$ cat src/hw/rtl/uart_rb_pkg.sv
// Shared constants, codes and control structs for the UART ring buffer block.
// No dependencies; every other file imports it.
package uart_rb_pkg;

   localparam int RING_DEPTH  = 64;
   localparam int MAX_BURST   = 16;
   localparam int PTR_W       = $clog2(RING_DEPTH);
   localparam int CNT_W       = $clog2(RING_DEPTH + 1);
   localparam int BURST_W     = $clog2(MAX_BURST + 1);
   localparam int CFG_W       = 5;
   localparam int BURST_RESET = 16;

   localparam logic [1:0] OP_PUT     = 2'd0;
   localparam logic [1:0] OP_GET     = 2'd1;
   localparam logic [1:0] OP_SERVICE = 2'd2;

   localparam logic [1:0] ST_OK       = 2'd0;
   localparam logic [1:0] ST_TX_FULL  = 2'd1;
   localparam logic [1:0] ST_RX_EMPTY = 2'd2;
   localparam logic [1:0] ST_RX_DROP  = 2'd3;

   typedef struct packed {
      logic req_ready;
      logic get_emit;
      logic drain_issue;
      logic drain_emit;
   } ctrl_cmd_type;

   typedef struct packed {
      logic       req_valid;
      logic [1:0] req_opcode;
      logic       drain_none;
      logic       slot_free;
      logic       rd_valid;
      logic       remain_zero;
   } ctrl_sts_type;

   function automatic logic [PTR_W-1:0] ring_next(input logic [PTR_W-1:0] ptr);
      logic [PTR_W-1:0] nxt;
      if (ptr == PTR_W'(RING_DEPTH - 1)) begin
         nxt = '0;
      end else begin
         nxt = ptr + 1'b1;
      end
      return nxt;
   endfunction

endpackage

$ cat src/hw/rtl/uart_rb_if.sv
// Valid/ready channel interfaces: request, response and CSR write.
// Depends on uart_rb_pkg for the register width.
interface uart_rb_req_if;
   logic       valid;
   logic       ready;
   logic [1:0] opcode;
   logic [7:0] data_byte;
   logic       line_tx_ready;
   logic       line_rx_valid;
   logic [7:0] line_rx_byte;
   modport source (output valid, opcode, data_byte, line_tx_ready, line_rx_valid,
                   line_rx_byte, input ready);
   modport sink   (input valid, opcode, data_byte, line_tx_ready, line_rx_valid,
                   line_rx_byte, output ready);
endinterface

interface uart_rb_rsp_if;
   logic       valid;
   logic       ready;
   logic [1:0] status;
   logic [7:0] read_byte;
   logic       tx_valid;
   logic [7:0] tx_byte;
   logic       tx_irq_enabled;
   logic       last;
   modport source (output valid, status, read_byte, tx_valid, tx_byte, tx_irq_enabled,
                   last, input ready);
   modport sink   (input valid, status, read_byte, tx_valid, tx_byte, tx_irq_enabled,
                   last, output ready);
endinterface

interface uart_rb_csr_if;
   import uart_rb_pkg::*;
   logic             valid;
   logic             ready;
   logic [CFG_W-1:0] data;
   modport source (output valid, data, input ready);
   modport sink   (input valid, data, output ready);
endinterface

$ cat src/hw/rtl/uart_rb_ctrl.sv
// Sequencing FSM: idle, get read-out, transmit drain.
// Depends on uart_rb_pkg command/status structs.
module uart_rb_ctrl (
   input  logic                      clock,
   input  logic                      reset,
   input  uart_rb_pkg::ctrl_sts_type sts,
   output uart_rb_pkg::ctrl_cmd_type cmd
);
   import uart_rb_pkg::*;

   typedef enum logic [2:0] {
      CS_IDLE  = 3'b001,
      CS_GET   = 3'b010,
      CS_DRAIN = 3'b100
   } state_type;

   state_type state_ff, state_in;

   always_comb begin
      state_in = state_ff;
      cmd      = '0;
      case (state_ff)
         CS_IDLE: begin
            cmd.req_ready = sts.slot_free;
            if (sts.req_valid && sts.slot_free) begin
               if (sts.req_opcode == OP_GET) begin
                  state_in = CS_GET;
               end else if (sts.req_opcode == OP_SERVICE && !sts.drain_none) begin
                  state_in = CS_DRAIN;
               end
            end
         end
         CS_GET: begin
            cmd.get_emit = sts.slot_free;
            if (sts.slot_free) begin
               state_in = CS_IDLE;
            end
         end
         CS_DRAIN: begin
            cmd.drain_emit  = sts.rd_valid && sts.slot_free;
            cmd.drain_issue = !sts.remain_zero && (!sts.rd_valid || cmd.drain_emit);
            if (cmd.drain_emit && sts.remain_zero) begin
               state_in = CS_IDLE;
            end
         end
         default: begin
            state_in = CS_IDLE;
         end
      endcase
   end

   always_ff @(posedge clock) begin
      if (reset) begin
         state_ff <= CS_IDLE;
      end else begin
         state_ff <= state_in;
      end
   end

endmodule

$ cat src/hw/rtl/uart_rb_dp.sv
// Datapath: both byte rings, pointers, counts, burst register, response register.
// Depends on uart_rb_pkg and the channel interfaces.
module uart_rb_dp (
   input  logic                      clock,
   input  logic                      reset,
   uart_rb_req_if.sink               req_chan,
   uart_rb_rsp_if.source             rsp_chan,
   uart_rb_csr_if.sink               csr_chan,
   input  uart_rb_pkg::ctrl_cmd_type cmd,
   output uart_rb_pkg::ctrl_sts_type sts
);
   import uart_rb_pkg::*;

   logic [7:0]         tx_mem_ff [RING_DEPTH];
   logic [7:0]         rx_mem_ff [RING_DEPTH];
   logic [PTR_W-1:0]   tx_head_ff, tx_head_in, tx_tail_ff, tx_tail_in;
   logic [PTR_W-1:0]   rx_head_ff, rx_head_in, rx_tail_ff, rx_tail_in;
   logic [CNT_W-1:0]   tx_count_ff, tx_count_in, rx_count_ff, rx_count_in;
   logic               irq_ff, irq_in;
   logic [CFG_W-1:0]   burst_ff, burst_in;
   logic [BURST_W-1:0] remain_ff, remain_in;
   logic [1:0]         st_ff, st_in;
   logic               rd_valid_ff, rd_valid_in;
   logic [7:0]         tx_rd_ff, rx_rd_ff;
   logic               rsp_valid_ff, rsp_valid_in;
   logic [1:0]         rsp_status_ff, rsp_status_in;
   logic [7:0]         rsp_read_ff, rsp_read_in;
   logic               rsp_txv_ff, rsp_txv_in;
   logic [7:0]         rsp_txb_ff, rsp_txb_in;
   logic               rsp_irq_ff, rsp_irq_in;
   logic               rsp_last_ff, rsp_last_in;

   logic               accept, slot_free, tx_we, rx_we, get_read;
   logic [BURST_W-1:0] burst_eff, n_now;
   logic [CNT_W-1:0]   count_after;
   logic [1:0]         rx_st;

   assign accept    = cmd.req_ready && req_chan.valid;
   assign slot_free = !rsp_valid_ff || rsp_chan.ready;

   always_comb begin
      if (burst_ff == '0) begin
         burst_eff = BURST_W'(1);
      end else if (int'(burst_ff) > MAX_BURST) begin
         burst_eff = BURST_W'(MAX_BURST);
      end else begin
         burst_eff = BURST_W'(burst_ff);
      end
      if (!req_chan.line_tx_ready) begin
         n_now = '0;
      end else if (int'(tx_count_ff) < int'(burst_eff)) begin
         n_now = BURST_W'(tx_count_ff);
      end else begin
         n_now = burst_eff;
      end
      count_after = tx_count_ff - CNT_W'(n_now);
   end

   assign sts.req_valid   = req_chan.valid;
   assign sts.req_opcode  = req_chan.opcode;
   assign sts.drain_none  = (n_now == '0);
   assign sts.slot_free   = slot_free;
   assign sts.rd_valid    = rd_valid_ff;
   assign sts.remain_zero = (remain_ff == '0);

   assign tx_we    = accept && req_chan.opcode == OP_PUT
                     && tx_count_ff != CNT_W'(RING_DEPTH);
   assign rx_we    = accept && req_chan.opcode == OP_SERVICE && req_chan.line_rx_valid
                     && rx_count_ff != CNT_W'(RING_DEPTH);
   assign get_read = accept && req_chan.opcode == OP_GET && rx_count_ff != '0;
   assign rx_st    = (req_chan.line_rx_valid && rx_count_ff == CNT_W'(RING_DEPTH))
                     ? ST_RX_DROP : ST_OK;

   always_comb begin
      tx_head_in    = tx_head_ff;
      tx_tail_in    = tx_tail_ff;
      tx_count_in   = tx_count_ff;
      rx_head_in    = rx_head_ff;
      rx_tail_in    = rx_tail_ff;
      rx_count_in   = rx_count_ff;
      irq_in        = irq_ff;
      burst_in      = burst_ff;
      remain_in     = remain_ff;
      st_in         = st_ff;
      rd_valid_in   = rd_valid_ff;
      rsp_valid_in  = rsp_valid_ff && !rsp_chan.ready;
      rsp_status_in = rsp_status_ff;
      rsp_read_in   = rsp_read_ff;
      rsp_txv_in    = rsp_txv_ff;
      rsp_txb_in    = rsp_txb_ff;
      rsp_irq_in    = rsp_irq_ff;
      rsp_last_in   = rsp_last_ff;

      if (csr_chan.valid) begin
         burst_in = csr_chan.data;
      end

      if (tx_we) begin
         tx_tail_in  = ring_next(tx_tail_ff);
         tx_count_in = tx_count_ff + 1'b1;
         irq_in      = 1'b1;
      end
      if (rx_we) begin
         rx_tail_in  = ring_next(rx_tail_ff);
         rx_count_in = rx_count_ff + 1'b1;
      end
      if (get_read) begin
         rx_head_in  = ring_next(rx_head_ff);
         rx_count_in = rx_count_ff - 1'b1;
      end

      if (accept) begin
         case (req_chan.opcode)
            OP_PUT: begin
               rsp_valid_in  = 1'b1;
               rsp_status_in = tx_we ? ST_OK : ST_TX_FULL;
               rsp_read_in   = '0;
               rsp_txv_in    = 1'b0;
               rsp_txb_in    = '0;
               rsp_irq_in    = irq_in;
               rsp_last_in   = 1'b1;
            end
            OP_GET: begin
               st_in = get_read ? ST_OK : ST_RX_EMPTY;
            end
            OP_SERVICE: begin
               tx_count_in = count_after;
               if (count_after == '0) begin
                  irq_in = 1'b0;
               end
               remain_in = n_now;
               st_in     = rx_st;
               if (n_now == '0) begin
                  rsp_valid_in  = 1'b1;
                  rsp_status_in = rx_st;
                  rsp_read_in   = '0;
                  rsp_txv_in    = 1'b0;
                  rsp_txb_in    = '0;
                  rsp_irq_in    = irq_in;
                  rsp_last_in   = 1'b1;
               end
            end
            default: begin
               rsp_valid_in  = 1'b1;
               rsp_status_in = ST_OK;
               rsp_read_in   = '0;
               rsp_txv_in    = 1'b0;
               rsp_txb_in    = '0;
               rsp_irq_in    = irq_ff;
               rsp_last_in   = 1'b1;
            end
         endcase
      end

      if (cmd.get_emit) begin
         rsp_valid_in  = 1'b1;
         rsp_status_in = st_ff;
         rsp_read_in   = (st_ff == ST_OK) ? rx_rd_ff : 8'h00;
         rsp_txv_in    = 1'b0;
         rsp_txb_in    = '0;
         rsp_irq_in    = irq_ff;
         rsp_last_in   = 1'b1;
      end

      if (cmd.drain_emit) begin
         rd_valid_in   = 1'b0;
         rsp_valid_in  = 1'b1;
         rsp_status_in = (remain_ff == '0) ? st_ff : ST_OK;
         rsp_read_in   = '0;
         rsp_txv_in    = 1'b1;
         rsp_txb_in    = tx_rd_ff;
         rsp_irq_in    = irq_ff;
         rsp_last_in   = (remain_ff == '0);
      end
      if (cmd.drain_issue) begin
         rd_valid_in = 1'b1;
         remain_in   = remain_ff - 1'b1;
         tx_head_in  = ring_next(tx_head_ff);
      end
   end

   // ring storage, registered read ports
   always_ff @(posedge clock) begin
      if (tx_we) begin
         tx_mem_ff[tx_tail_ff] <= req_chan.data_byte;
      end
      if (cmd.drain_issue) begin
         tx_rd_ff <= tx_mem_ff[tx_head_ff];
      end
   end

   always_ff @(posedge clock) begin
      if (rx_we) begin
         rx_mem_ff[rx_tail_ff] <= req_chan.line_rx_byte;
      end
      if (get_read) begin
         rx_rd_ff <= rx_mem_ff[rx_head_ff];
      end
   end

   always_ff @(posedge clock) begin
      if (reset) begin
         tx_head_ff   <= '0;
         tx_tail_ff   <= '0;
         tx_count_ff  <= '0;
         rx_head_ff   <= '0;
         rx_tail_ff   <= '0;
         rx_count_ff  <= '0;
         irq_ff       <= 1'b0;
         burst_ff     <= CFG_W'(BURST_RESET);
         remain_ff    <= '0;
         rd_valid_ff  <= 1'b0;
         rsp_valid_ff <= 1'b0;
      end else begin
         tx_head_ff   <= tx_head_in;
         tx_tail_ff   <= tx_tail_in;
         tx_count_ff  <= tx_count_in;
         rx_head_ff   <= rx_head_in;
         rx_tail_ff   <= rx_tail_in;
         rx_count_ff  <= rx_count_in;
         irq_ff       <= irq_in;
         burst_ff     <= burst_in;
         remain_ff    <= remain_in;
         rd_valid_ff  <= rd_valid_in;
         rsp_valid_ff <= rsp_valid_in;
      end
   end

   always_ff @(posedge clock) begin
      st_ff         <= st_in;
      rsp_status_ff <= rsp_status_in;
      rsp_read_ff   <= rsp_read_in;
      rsp_txv_ff    <= rsp_txv_in;
      rsp_txb_ff    <= rsp_txb_in;
      rsp_irq_ff    <= rsp_irq_in;
      rsp_last_ff   <= rsp_last_in;
   end

   assign req_chan.ready          = cmd.req_ready;
   assign csr_chan.ready          = 1'b1;
   assign rsp_chan.valid          = rsp_valid_ff;
   assign rsp_chan.status         = rsp_status_ff;
   assign rsp_chan.read_byte      = rsp_read_ff;
   assign rsp_chan.tx_valid       = rsp_txv_ff;
   assign rsp_chan.tx_byte        = rsp_txb_ff;
   assign rsp_chan.tx_irq_enabled = rsp_irq_ff;
   assign rsp_chan.last           = rsp_last_ff;

endmodule

$ cat src/hw/rtl/uart_tx_rx_ring_buffers.sv
// Top level of the UART transmit/receive ring buffers: FSM plus datapath.
// Depends on uart_rb_pkg, uart_rb_if, uart_rb_ctrl and uart_rb_dp.
//
//   port      dir   beat
//   req_chan  in    opcode, data_byte, line_tx_ready, line_rx_valid, line_rx_byte
//   rsp_chan  out   status, read_byte, tx_valid, tx_byte, tx_irq_enabled, last
//   csr_chan  in    burst_limit write data
//
// Put, service without drain and unused opcodes: the response is registered from the accepted request.
// Get: the receive ring read is registered first, then the response.
// Service draining n bytes: one byte per cycle off the transmit ring read port while
// the response is not stalled. Rings come out of reset empty through their counts;
// no clear pass. A stalled response holds the block; csr writes are always taken.
module uart_tx_rx_ring_buffers (
   input logic           clock,
   input logic           reset,
   uart_rb_req_if.sink   req_chan,
   uart_rb_rsp_if.source rsp_chan,
   uart_rb_csr_if.sink   csr_chan
);
   import uart_rb_pkg::*;

   ctrl_cmd_type cmd;
   ctrl_sts_type sts;

   uart_rb_ctrl u_ctrl (
      .clock (clock),
      .reset (reset),
      .sts   (sts),
      .cmd   (cmd)
   );

   uart_rb_dp u_dp (
      .clock    (clock),
      .reset    (reset),
      .req_chan (req_chan),
      .rsp_chan (rsp_chan),
      .csr_chan (csr_chan),
      .cmd      (cmd),
      .sts      (sts)
   );

endmodule

$ cat src/flat_wrapper.sv
// flat-port wrapper written by rule: the top's interface ports become plain ports
module uart_tx_rx_ring_buffers_flat import uart_rb_pkg::*;
  (clock, reset, req_chan_valid, req_chan_opcode, req_chan_data_byte, req_chan_line_tx_ready, req_chan_line_rx_valid, req_chan_line_rx_byte, req_chan_ready, rsp_chan_valid, rsp_chan_status, rsp_chan_read_byte, rsp_chan_tx_valid, rsp_chan_tx_byte, rsp_chan_tx_irq_enabled, rsp_chan_last, rsp_chan_ready, csr_chan_valid, csr_chan_data, csr_chan_ready);
  uart_rb_req_if req_chan_i ();
  uart_rb_rsp_if rsp_chan_i ();
  uart_rb_csr_if csr_chan_i ();
  input logic clock;
  input logic reset;
  input wire logic [$bits(req_chan_i.valid)-1:0] req_chan_valid;
  input wire logic [$bits(req_chan_i.opcode)-1:0] req_chan_opcode;
  input wire logic [$bits(req_chan_i.data_byte)-1:0] req_chan_data_byte;
  input wire logic [$bits(req_chan_i.line_tx_ready)-1:0] req_chan_line_tx_ready;
  input wire logic [$bits(req_chan_i.line_rx_valid)-1:0] req_chan_line_rx_valid;
  input wire logic [$bits(req_chan_i.line_rx_byte)-1:0] req_chan_line_rx_byte;
  output wire logic [$bits(req_chan_i.ready)-1:0] req_chan_ready;
  output wire logic [$bits(rsp_chan_i.valid)-1:0] rsp_chan_valid;
  output wire logic [$bits(rsp_chan_i.status)-1:0] rsp_chan_status;
  output wire logic [$bits(rsp_chan_i.read_byte)-1:0] rsp_chan_read_byte;
  output wire logic [$bits(rsp_chan_i.tx_valid)-1:0] rsp_chan_tx_valid;
  output wire logic [$bits(rsp_chan_i.tx_byte)-1:0] rsp_chan_tx_byte;
  output wire logic [$bits(rsp_chan_i.tx_irq_enabled)-1:0] rsp_chan_tx_irq_enabled;
  output wire logic [$bits(rsp_chan_i.last)-1:0] rsp_chan_last;
  input wire logic [$bits(rsp_chan_i.ready)-1:0] rsp_chan_ready;
  input wire logic [$bits(csr_chan_i.valid)-1:0] csr_chan_valid;
  input wire logic [$bits(csr_chan_i.data)-1:0] csr_chan_data;
  output wire logic [$bits(csr_chan_i.ready)-1:0] csr_chan_ready;
  assign req_chan_i.valid = req_chan_valid;
  assign req_chan_i.opcode = req_chan_opcode;
  assign req_chan_i.data_byte = req_chan_data_byte;
  assign req_chan_i.line_tx_ready = req_chan_line_tx_ready;
  assign req_chan_i.line_rx_valid = req_chan_line_rx_valid;
  assign req_chan_i.line_rx_byte = req_chan_line_rx_byte;
  assign req_chan_ready = req_chan_i.ready;
  assign rsp_chan_valid = rsp_chan_i.valid;
  assign rsp_chan_status = rsp_chan_i.status;
  assign rsp_chan_read_byte = rsp_chan_i.read_byte;
  assign rsp_chan_tx_valid = rsp_chan_i.tx_valid;
  assign rsp_chan_tx_byte = rsp_chan_i.tx_byte;
  assign rsp_chan_tx_irq_enabled = rsp_chan_i.tx_irq_enabled;
  assign rsp_chan_last = rsp_chan_i.last;
  assign rsp_chan_i.ready = rsp_chan_ready;
  assign csr_chan_i.valid = csr_chan_valid;
  assign csr_chan_i.data = csr_chan_data;
  assign csr_chan_ready = csr_chan_i.ready;
  uart_tx_rx_ring_buffers u_core (.clock(clock), .reset(reset), .req_chan(req_chan_i), .rsp_chan(rsp_chan_i), .csr_chan(csr_chan_i));
endmodule
$ cat config.mk
export PLATFORM = sky130hd
export DESIGN_NAME = uart_tx_rx_ring_buffers_flat
export DESIGN_NICKNAME = d
export VERILOG_FILES = /design/src/hw/rtl/uart_rb_pkg.sv /design/src/hw/rtl/uart_rb_if.sv /design/src/hw/rtl/uart_rb_ctrl.sv /design/src/hw/rtl/uart_rb_dp.sv /design/src/hw/rtl/uart_tx_rx_ring_buffers.sv /design/src/flat_wrapper.sv
export SDC_FILE = /design/constraint.sdc
export NUM_CORES = 1
export LEC_CHECK = 0
export BUFFER_PORTS_ARGS = -buffer_cell sky130_fd_sc_hd__buf_4
export CAP_MARGIN = 10
export CORE_MARGIN = 1
export CORE_UTILIZATION = 65
export CTS_BUF_LIST = sky130_fd_sc_hd__clkbuf_8
export DETAILED_ROUTE_END_ITERATION = 10
export HOLD_SLACK_MARGIN = 0.02
export PLACE_DENSITY = 0.94
export SLEW_MARGIN = 20
export SYNTH_ARGS = -nofsm -noshare
export SYNTH_HDL_FRONTEND = slang
export SYNTH_HIERARCHICAL = 1
export SYNTH_SLANG_ARGS = --single-unit
$ cat constraint.sdc
create_clock -name clock -period 10.9 [get_ports clock]
set_clock_uncertainty 0.1 [all_clocks]
set_input_delay 0.545 -clock clock [delete_from_list [all_inputs] [get_ports clock]]
set_output_delay 0.545 -clock clock [all_outputs]
set_load 0.01 [all_outputs]
# Word level (Yosys, flattened, before mapping)
# Memories as Yosys holds them, arrays and structs flattened. A register that Yosys moved wholly into a read port is not among the register bits.
# Cells that the tools add are included.
# word_totals
regBits	77
ramBits	1024
inputBits	30
output_inout_bits	24
elab_cells	164
n_memories	2
# op_classes
n_addsub	9
order_cmp	2
n_eq_ne	20
mux	71
reduce_logical	41
# mem_list
memory	depth	word_bits	rd	rd_ports_with_merged_regs	wr	line_no	rtl
u_core.u_dp.rx_mem_ff	64	8	1	1	1	uart_rb_dp.sv:15	logic [7:0] rx_mem_ff [RING_DEPTH];
u_core.u_dp.tx_mem_ff	64	8	1	1	1	uart_rb_dp.sv:14	logic [7:0] tx_mem_ff [RING_DEPTH];
# ops
cell	count
two-way mux 8 bit	6
two-way mux 5 bit	7
two-way mux 7 bit	5
two-way mux 1 bit	28
adder 6 x 1 -> 6 bit (second input constant)	4
equality test 6 bit (second input constant)	4
two-way mux 6 bit	4
two-way mux 2 bit	8
case mux 8 bit (2 select lines)	1
logical AND 1 bit	15
zero test 5 bit	3
two-way mux 3 bit	5
adder 7 x 1 -> 7 bit (second input constant)	2
inequality test 7 bit (second input constant)	2
nonzero test 2 bit	6
case mux 3 bit (3 select lines)	1
equality test 7 bit (second input constant)	1
zero test 7 bit	1
< comparator 7 x 5 -> 1 bit	1
nonzero test 7 bit	1
subtractor 7 x 1 -> 7 bit (second input constant)	1
subtractor 7 x 5 -> 7 bit	1
inequality test 2 bit (second input constant)	3
case mux 1 bit (2 select lines)	3
22 further kinds	30

# Longest topological paths before layout
# Gate-level depths: netlist of run 1.
# logic_depth
word_depth	14
depth_mapped	16
ltp_nobuf	16

# Cells and area by module
# Netlist of run 1, hierarchy kept.
# by_module_without_submodules
mod	n_inst	cells_per_inst	area_per_inst_um2	seq_area_each_um2
uart_rb_dp	1	2238	43676.9	32851.5
uart_rb_ctrl	1	26	230.2	60.1

# Worst setup path after synthesis of run 1
# No wires, ideal clock.
# synth_timing
kind	reg2reg
startpoint	register u_core.u_dp.burst_ff[4]
endpoint	register u_core.u_dp.rsp_irq_ff (netlist: u_core/u_dp/rsp_chan.tx_irq_enabled) (data pin)
setup_time_ps	272
arrival_time_ps	3266
t_required_ps	10528
slack_ps	7262
stages_incl_launch_ff	16
n_path_buf	0
period_less_slack_ps	3638
path_cell_list	dfxtp_1 > clkinv_1 > nand2_1 > ha_1 > a211oi_1 > o211ai_1 > a21oi_1 > a21oi_1 > nand2b_1 > ha_1 > nor2b_1 > o31a_1 > nor3_1 > xor2_1 > nor4_1 > a31oi_1
# synth_via
elab_chain_cells	14
word_cells_on_any_way	15
classes_between	add/sub (1); order compare (2); mux (10); reduce/logical (2)
# synth_lines
element	line_no	rtl
start, declared	uart_rb_dp.sv:20	logic [CFG_W-1:0] burst_ff, burst_in;
start signal, assigned	uart_rb_dp.sv:210	burst_ff <= CFG_W'(BURST_RESET);
start signal, assigned	uart_rb_dp.sv:222	burst_ff <= burst_in;
greater-than comparator 5 bit	uart_rb_dp.sv:44	end else if (int'(burst_ff) > MAX_BURST) begin
two-way mux 5 bit	uart_rb_dp.sv:44	
two-way mux 5 bit *	uart_rb_dp.sv:42	if (burst_ff == '0) begin
< comparator 7 x 5 -> 1 bit	uart_rb_dp.sv:51	end else if (int'(tx_count_ff) < int'(burst_eff)) begin
two-way mux 5 bit *	uart_rb_dp.sv:51	
two-way mux 5 bit *	uart_rb_dp.sv:49	if (!req_chan.line_tx_ready) begin
subtractor 7 x 5 -> 7 bit *	uart_rb_dp.sv:56	count_after = tx_count_ff - CNT_W'(n_now);
zero test 7 bit *	uart_rb_dp.sv:128	if (count_after == '0) begin
two-way mux 1 bit *	uart_rb_dp.sv:128	
two-way mux 1 bit *	uart_rb_dp.sv:133	if (n_now == '0) begin
case mux 1 bit (3 select lines) *	uart_rb_dp.sv:113	case (req_chan.opcode)
two-way mux 1 bit *	uart_rb_dp.sv:112	if (accept) begin
two-way mux 1 bit *	uart_rb_dp.sv:155	if (cmd.get_emit) begin
two-way mux 1 bit *	uart_rb_dp.sv:165	if (cmd.drain_emit) begin
net u_core.u_dp.rsp_irq_in	uart_rb_dp.sv:30	logic rsp_irq_ff, rsp_irq_in;
end signal, assigned	uart_rb_dp.sv:235	rsp_irq_ff <= rsp_irq_in;
end, declared	uart_rb_dp.sv:30	
# The timed path passes the listed nets; every way through them passes the cells marked *. The select of a mux whose other input is x is not followed.
# A chain may end at the register's enable or synchronous reset.

# Worst setup path in the final report of run 1
# Same ends and word-level chain as after synthesis.

==> results.cfg, run 1 <==
[run_status]
status = complete, no violations

[sta]
whs_ns = 0.150
rsz0062_at_grt = no
max_freq_mhz = 207
period_share_pct = 44.3
setup_slack_ns = 6.07
maxSlewViolCount = 0
hold_viol_final = 0
worstMarginPinSlew_ns = 1.10
fin_crit_ns = 4.83
tns_ns = 0
setup_viol_count_final = 0
relSlewSlack_pct = 26.5

[power_and_ir_drop]
pwr_density_cell_mw_per_mm2 = 169
pwr-share-clk_pct = 38.1
p_leak_nw = 15.0
combinationalPowerShare_pct = 3.7
power_switching_mw = 1.83
ir_drop_uv = 141
p_sw_share_pct = 22.5
p_seq_share_pct = 58.2
internal_power_mw = 6.30

[cts]
cts_root_buf = clkbuf_8
clk_pin_slew_ns = 0.07
cts.sinks = 1117
htreeDepth = 4
cts_buffers = 162
cts_tree = built
clkLatencyLatePin_ns = 0.81
clk_path_buf_depth = 3

[yosys]
synth.net_count = 2320
async_flop_share_pct = 0
ys_types = 71
netlist.area_leader.share_pct = 72.1
ys_seq_area_share_pct = 75.0
yosysWarnings = 6
synth-edff-count = 1054
synth_top_flop_cell = edfxtp_1
avgSynthCellArea_um2 = 19.4
synthCells = 2264
synth_area_leader_cell = edfxtp_1
netlist_area_mm2 = 0.0439
ys_ff_latch = 1117
synthTopCellsByArea = edfxtp_1 72%, mux4_2 13%, dfxtp_1 2.9%

[setup_path]
cp.required_ns = 11.31
cp_max_fo = 10
crit_slowest_cell = nor4_1
start_kind = flip-flop
path_delay_family = compound AO/OA/AOI/OAI gates
path_cells = clkinv_1, nand2_1, ha_1, a211oi_1, o211ai_1, a21oi_1, nor2_1, a21oi_1, nand2b_1, ha_1, nor2b_1, o31a_1, nor3_1, xor2_1, nor4_1, a31oi_1
critPathArrivalTime_ns = 5.24
criticalPathCategory = reg -> reg
end_kind = flip-flop
critPathBufInv = 1
critical_path.max_stage_delay_ns = 0.54

[route]
ant_nets = 0
wl_um = 114000
drt_iter0_markers = 4559
drtPass1Iterations = 7
drc_errors = 0
vias = 25200
viasPerCell = 7.49
avgRoutedWirePerCell_um = 33.9

[grt]
grt_overflow_total = 0
grt_pass1_vias = 25000
grt_pass1_wl_um = 165000
track_usage_pct = 33.9
grt_antenna_before_repair = 2
grt_max_degree = 74

[flow_run]
maxCapViolCount = 0

[placement]
gp_congestion = 0.901
place_ws_ns = 6.50
io_buffer_count = 52
numPlacedInstances = 3056
dp_hpwl_um = 64300

[layout]
nets = 2425
finish.utilization_pct = 72.4
stdcell_count = 3366
fill_cells = 3301
area_growth_pct = 9.41
layout-drive-gt1-share_pct = 22.3

[min_path]
hp-class = in -> reg

[floorplan]
die-area_mm2 = 0.0686
die_y_um = 262
design.core.area_mm2 = 0.0663
start_util_pct = 66.2
rows = 94
ios = 54
die_w_um = 262
-- synthesized netlist by cell type (all sizes together), types with 6 or more instances --
| cell | instances |
|---|---|
| a211oi | 10 |
| a21oi | 33 |
| a221oi | 34 |
| a22o | 40 |
| a22oi | 80 |
| a31oi | 7 |
| and2 | 12 |
| buf | 65 |
| clkbuf | 73 |
| dfxtp | 63 |
| edfxtp | 1054 |
| ha | 24 |
| inv | 19 |
| mux2i | 11 |
| mux4 | 256 |
| nand2 | 77 |
| nand2b | 10 |
| nand3 | 22 |
| nand3b | 7 |
| nor2 | 204 |
| nor2b | 14 |
| nor3 | 15 |
| o21ai | 17 |
| o221ai | 17 |
| or3 | 6 |
| or3b | 6 |
| xnor2 | 7 |
| xor2 | 17 |
-- power groups by stage --
| stage | clock network (mW) | registers (mW) | logic [mW] |
|---|---|---|---|
| after floorplan | 0 | 4.82 | 0.138 |
| after global placement | 0 | 4.82 | 0.246 |
| after detailed placement | 0 | 4.82 | 0.271 |
| after CTS | 3.10 | 4.73 | 0.282 |
| after global routing | 3.29 | 4.73 | 0.308 |
| final | 3.10 | 4.73 | 0.298 |
-- sequential cells by signal, indices dropped and copies added, names as in the netlist, 7 cells and up --
name,count
u_core/u_dp/rsp_chan.read_byte,8
u_core/u_dp/rx_count_ff,7
u_core/u_dp/tx_rd_ff,8
u_core/u_dp/rx_mem_ff,512
u_core/u_dp/rx_rd_ff,8
u_core/u_dp/rsp_chan.tx_byte,8
u_core/u_dp/tx_count_ff,7
u_core/u_dp/tx_mem_ff,512
-- worst reg2reg max path, cell delays in order, from the launching register on --
cell and delay, ns:
dfxtp_1 0.31, clkinv_1 0.23, nand2_1 0.20, ha_1 0.27
a211oi_1 0.29, o211ai_1 0.22, a21oi_1 0.47, nor2_1 0.10
a21oi_1 0.22, nand2b_1 0.16, ha_1 0.28, nor2b_1 0.19
o31a_1 0.28, nor3_1 0.33, xor2_1 0.15, nor4_1 0.54
a31oi_1 0.19
-- path summary, 6_finish.rpt --
kind / from / to / slack [ns] / cells past startpoint
max reg2reg: u_core/u_dp/burst_ff[4] / u_core/u_dp/rsp_chan.tx_irq_enabled / 6.07 / 16
min reg2reg: u_core/u_dp/rsp_chan.read_byte[3] / u_core/u_dp/rsp_chan.read_byte[3] / 0.42 / 1
max: u_core/u_dp/burst_ff[4] / u_core/u_dp/rsp_chan.tx_irq_enabled / 6.07 / 16
min: req_chan_valid / u_core/u_dp/st_ff[1] / 0.15 / 2
-- per-layer routing --
metal,wire length [um],share of wire (%),GRT usage [%]
met1,34700,30,40.9
met2,56800,50,56.3
met3,13900,12,8.04
met4,8600,7.5,19.8
met5,34,0.030,0
-- through the flow --
stage	power [mW]	cell area, um^2
detailed placement	5.09	44900
CTS	8.12	48000
global route	8.33	48000
global placement	5.06	44900
floorplan	4.96	43900
finish	8.13	48000
-- area by class of cell --
| type | count | area [um^2] | share of cell area, % |
|---|---|---|---|
| flip-flops and latches | 1117 | 32900 | 68.5 |
| multi-input cells | 989 | 10400 | 21.6 |
| clock buffers | 171 | 2350 | 4.90 |
| well taps | 864 | 1080 | 2.25 |
| repair buffers | 79 | 627 | 1.30 |
| clock inverters | 124 | 604 | 1.26 |
| inverters | 20 | 75.1 | 0.156 |
| diodes | 2 | 5.00 | 0.0104 |
-- cell usage in the layout, fill, tap and decap left out, types with 5 or more instances in the layout --
cell type and n:
clkinv_1 37, and2_1 12, clkinvlp_4 5, inv_6 5, a211oi_1 10, dfxtp_1 59, or3_1 6, o21ai_0 16
a22o_1 40, nand2b_1 10, buf_4 65, edfxtp_1 1054, inv_1 74, mux2i_1 11, nor2_1 200, o221ai_1 17
xnor2_1 7, ha_1 24, nand3_1 22, nor2b_1 10, a21oi_1 33, dlygate4sd3_1 12, mux4_2 256, a221oi_1 33
nor3_1 14, a22oi_1 80, nand4_1 5, xor2_1 17, clkbuf_8 171, nand3b_1 7, clkinv_2 18, nand2_1 77
-- cell families (layout without fill, tap and decap cells) --
kind of cell	count (synthesis)	in the layout	synth area share [%]
buf+inv	158	394	1.53
xor+xnor	24	24	0.479
flops	1117	1117	75.0
fa+ha+maj	26	26	0.775
compound gates	277	277	4.84
mux	268	268	13.4
other cells	1	3	0.00854
simple gates	393	393	4.00
-- timing repair --
action                                  CTS  global route
gates resized for setup                   0             0
hold endpoints to repair                  6             0
setup buffers                             0             0
hold buffers                             12             0
endpoints found under the setup margin    0             0
No activity file was read; power rests on OpenSTA's default activity.
==> inputs of run 2 (changes only) <==
Settings changed: CORE_UTILIZATION 65 to 59, PLACE_DENSITY 0.94 to 0.9.
Clock period 10.9 ns to 4.1 ns, I/O delays scaled along.
==> results.cfg, run 2 (synthesis gave the netlist of run 1 again) <==
[sta]
worstMarginPinSlew_ns = 1.18
maxSlewViolCount = 0
setup_slack_ns = -0.0464
fin_crit_ns = 4.15
max_freq_mhz = 241
setup_viol_count_final = 19
relSlewSlack_pct = 21.2
hold_viol_final = 0
period_share_pct = 101

[cts]
cts_buffers = 163
clk_path_buf_depth = 3
cts_root_buf = clkbuf_8
cts.sinks = 1117
clkLatencyLatePin_ns = 0.83
htreeDepth = 4
clk_pin_slew_ns = 0.06
cts_tree = built

[placement]
io_buffer_count = 52
place_area_mm2 = 0.0455
dp_hpwl_um = 60300
place_ws_ns = 0.00700
gp_congestion = 0.918

[grt]
grt_overflow_total = 0
track_usage_pct = 28.7
grt_max_degree = 77
grt_antenna_before_repair = 1
grt_pass1_wl_um = 157000
grt_pass1_vias = 24900

[floorplan]
start_util_pct = 59.9
die_y_um = 275
die_w_um = 275
rows = 99
die-area_mm2 = 0.0755
design.core.area_mm2 = 0.0733
ios = 54

[route]
ant_nets = 0
drtPass1Iterations = 11
drc_errors = 3
avgRoutedWirePerCell_um = 30.2
viasPerCell = 7.01
drt_iter0_markers = 3690
vias = 24800
wl_um = 107000

[setup_path]
end_kind = flip-flop
criticalPathCategory = reg -> reg
start_kind = flip-flop
r2r_slack_ns = -0.05
cp.required_ns = 4.42
cp_max_fo = 9
critPathArrivalTime_ns = 4.47
r2r_end = u_core/u_dp/rx_mem_ff[23][7]
worst_r2r_path_depth = 9
worstReg2RegStart = u_core/u_ctrl/state_ff[1]

[run_status]
violations = DRC, setup timing
status = complete, but fails checks

[layout]
area_growth_pct = 11.5
final_cell_mix = 1,054 x edfxtp_1, 256 x mux4_2, 199 x nor2_1
seq_area_mm2 = 0.0329
layout-drive-gt1-share_pct = 23.9
fill_cells = 4142
fin_area_mm2 = 0.0490
largest_registers = u_core/u_dp/rx_mem_ff (512), u_core/u_dp/tx_mem_ff (512)
multiInputGateArea_mm2 = 0.0104
final_common_cell = edfxtp_1
nets = 2504

[power_and_ir_drop]
ir_drop_uv = 425
p_leak_nw = 15.5
pwr_density_cell_mw_per_mm2 = 443

[flow_run]
maxCapViolCount = 0

[min_path]
min_to = u_core/u_ctrl/state_ff[0]
worst_hold_startpoint = rsp_chan_ready
whs_path_depth = 5
hp-class = in -> reg
==> run 2: worst max path at each step <==
| stage | from | to | cells past startpoint |
|---|---|---|---|
| after floorplan | u_core/u_dp/burst_ff[4] | u_core/u_dp/rsp_chan.tx_irq_enabled | 15 |
| after global placement | u_core/u_dp/burst_ff[4] | u_core/u_dp/rsp_chan.tx_irq_enabled | 16 |
| after detailed placement | u_core/u_dp/burst_ff[4] | u_core/u_dp/rsp_chan.tx_irq_enabled | 15 |
| after CTS | u_core/u_dp/burst_ff[4] | u_core/u_dp/rsp_chan.tx_irq_enabled | 15 |
| after global routing | u_core/u_dp/burst_ff[4] | u_core/u_dp/rsp_chan.tx_irq_enabled | 16 |
| final | u_core/u_ctrl/state_ff[1] | u_core/u_dp/rx_mem_ff[23][7] | 9 |
==> run 2: routing by layer <==
metal / routed length, um / vias up / global-route usage [%]
li1: - / 9691 / -
met1: 35000 / 12400 / 35.4
met2: 54100 / 2264 / 48.4
met3: 11600 / 471 / 5.73
met4: 6120 / 0 / 14.7
met5: 0 / - / 0
==> run 2: worst max-delay path, cell delays in order, from the launching register on <==
cell,delay [ns]
dfxtp_1,0.36
nand2b_1,0.22
nor2_1,0.23
and2_1,0.36
nand4_1,0.31
a31oi_1,0.53
buf_4,0.29
nand4_1,0.31
buf_4,0.30
nor2_1,0.73
==> run 2: through the flow <==
| stage | cells | total power, mW | hold slack [ns] | util [%] | TNS (ns) |
|---|---|---|---|---|---|
| 2_1_floorplan | 2264 | 13.2 | 0.177 | - | 0 |
| 3_3_place_gp | 3200 | 13.5 | 0.339 | 62.1 | 0 |
| 3_5_place_dp | 3200 | 13.5 | 0.341 | 62.1 | 0 |
| 4_1_cts | 3534 | 21.7 | 0.0334 | 66.7 | 0 |
| 5_1_grt | 3538 | 22.2 | 0.161 | 66.8 | -0.206 |
| 6_report | 3538 | 21.7 | 0.143 | 66.8 | -0.606 |
==> run 2: what timing repair did <==
| action | CTS | global route |
|---|---|---|
| hold buffers | 39 | 0 |
| endpoints found under the setup margin | 1 | 11 |
| gates resized for setup | 1 | 6 |
| pin swaps | 0 | 3 |
| setup buffers | 0 | 2 |
| endpoints found under the hold margin | 1085 | 0 |
==> run 2: report_power, final <==
group	internal, mW	leakage, nW	switching, mW
combinational	0.263	3.75	0.563
sequential	12.5	9.99	0.0540
clock	4.04	1.72	4.24
==> run 2: layout make-up <==
| type | count | area share [%] |
|---|---|---|
| antenna | 1 | 0.00511 |
| clock buffer | 175 | 4.92 |
| clock inverter | 120 | 1.21 |
| inverter | 20 | 0.153 |
| multi-input combinational | 989 | 21.2 |
| sequential | 1117 | 67.2 |
| tap | 959 | 2.45 |
| timing repair buffer | 157 | 2.81 |
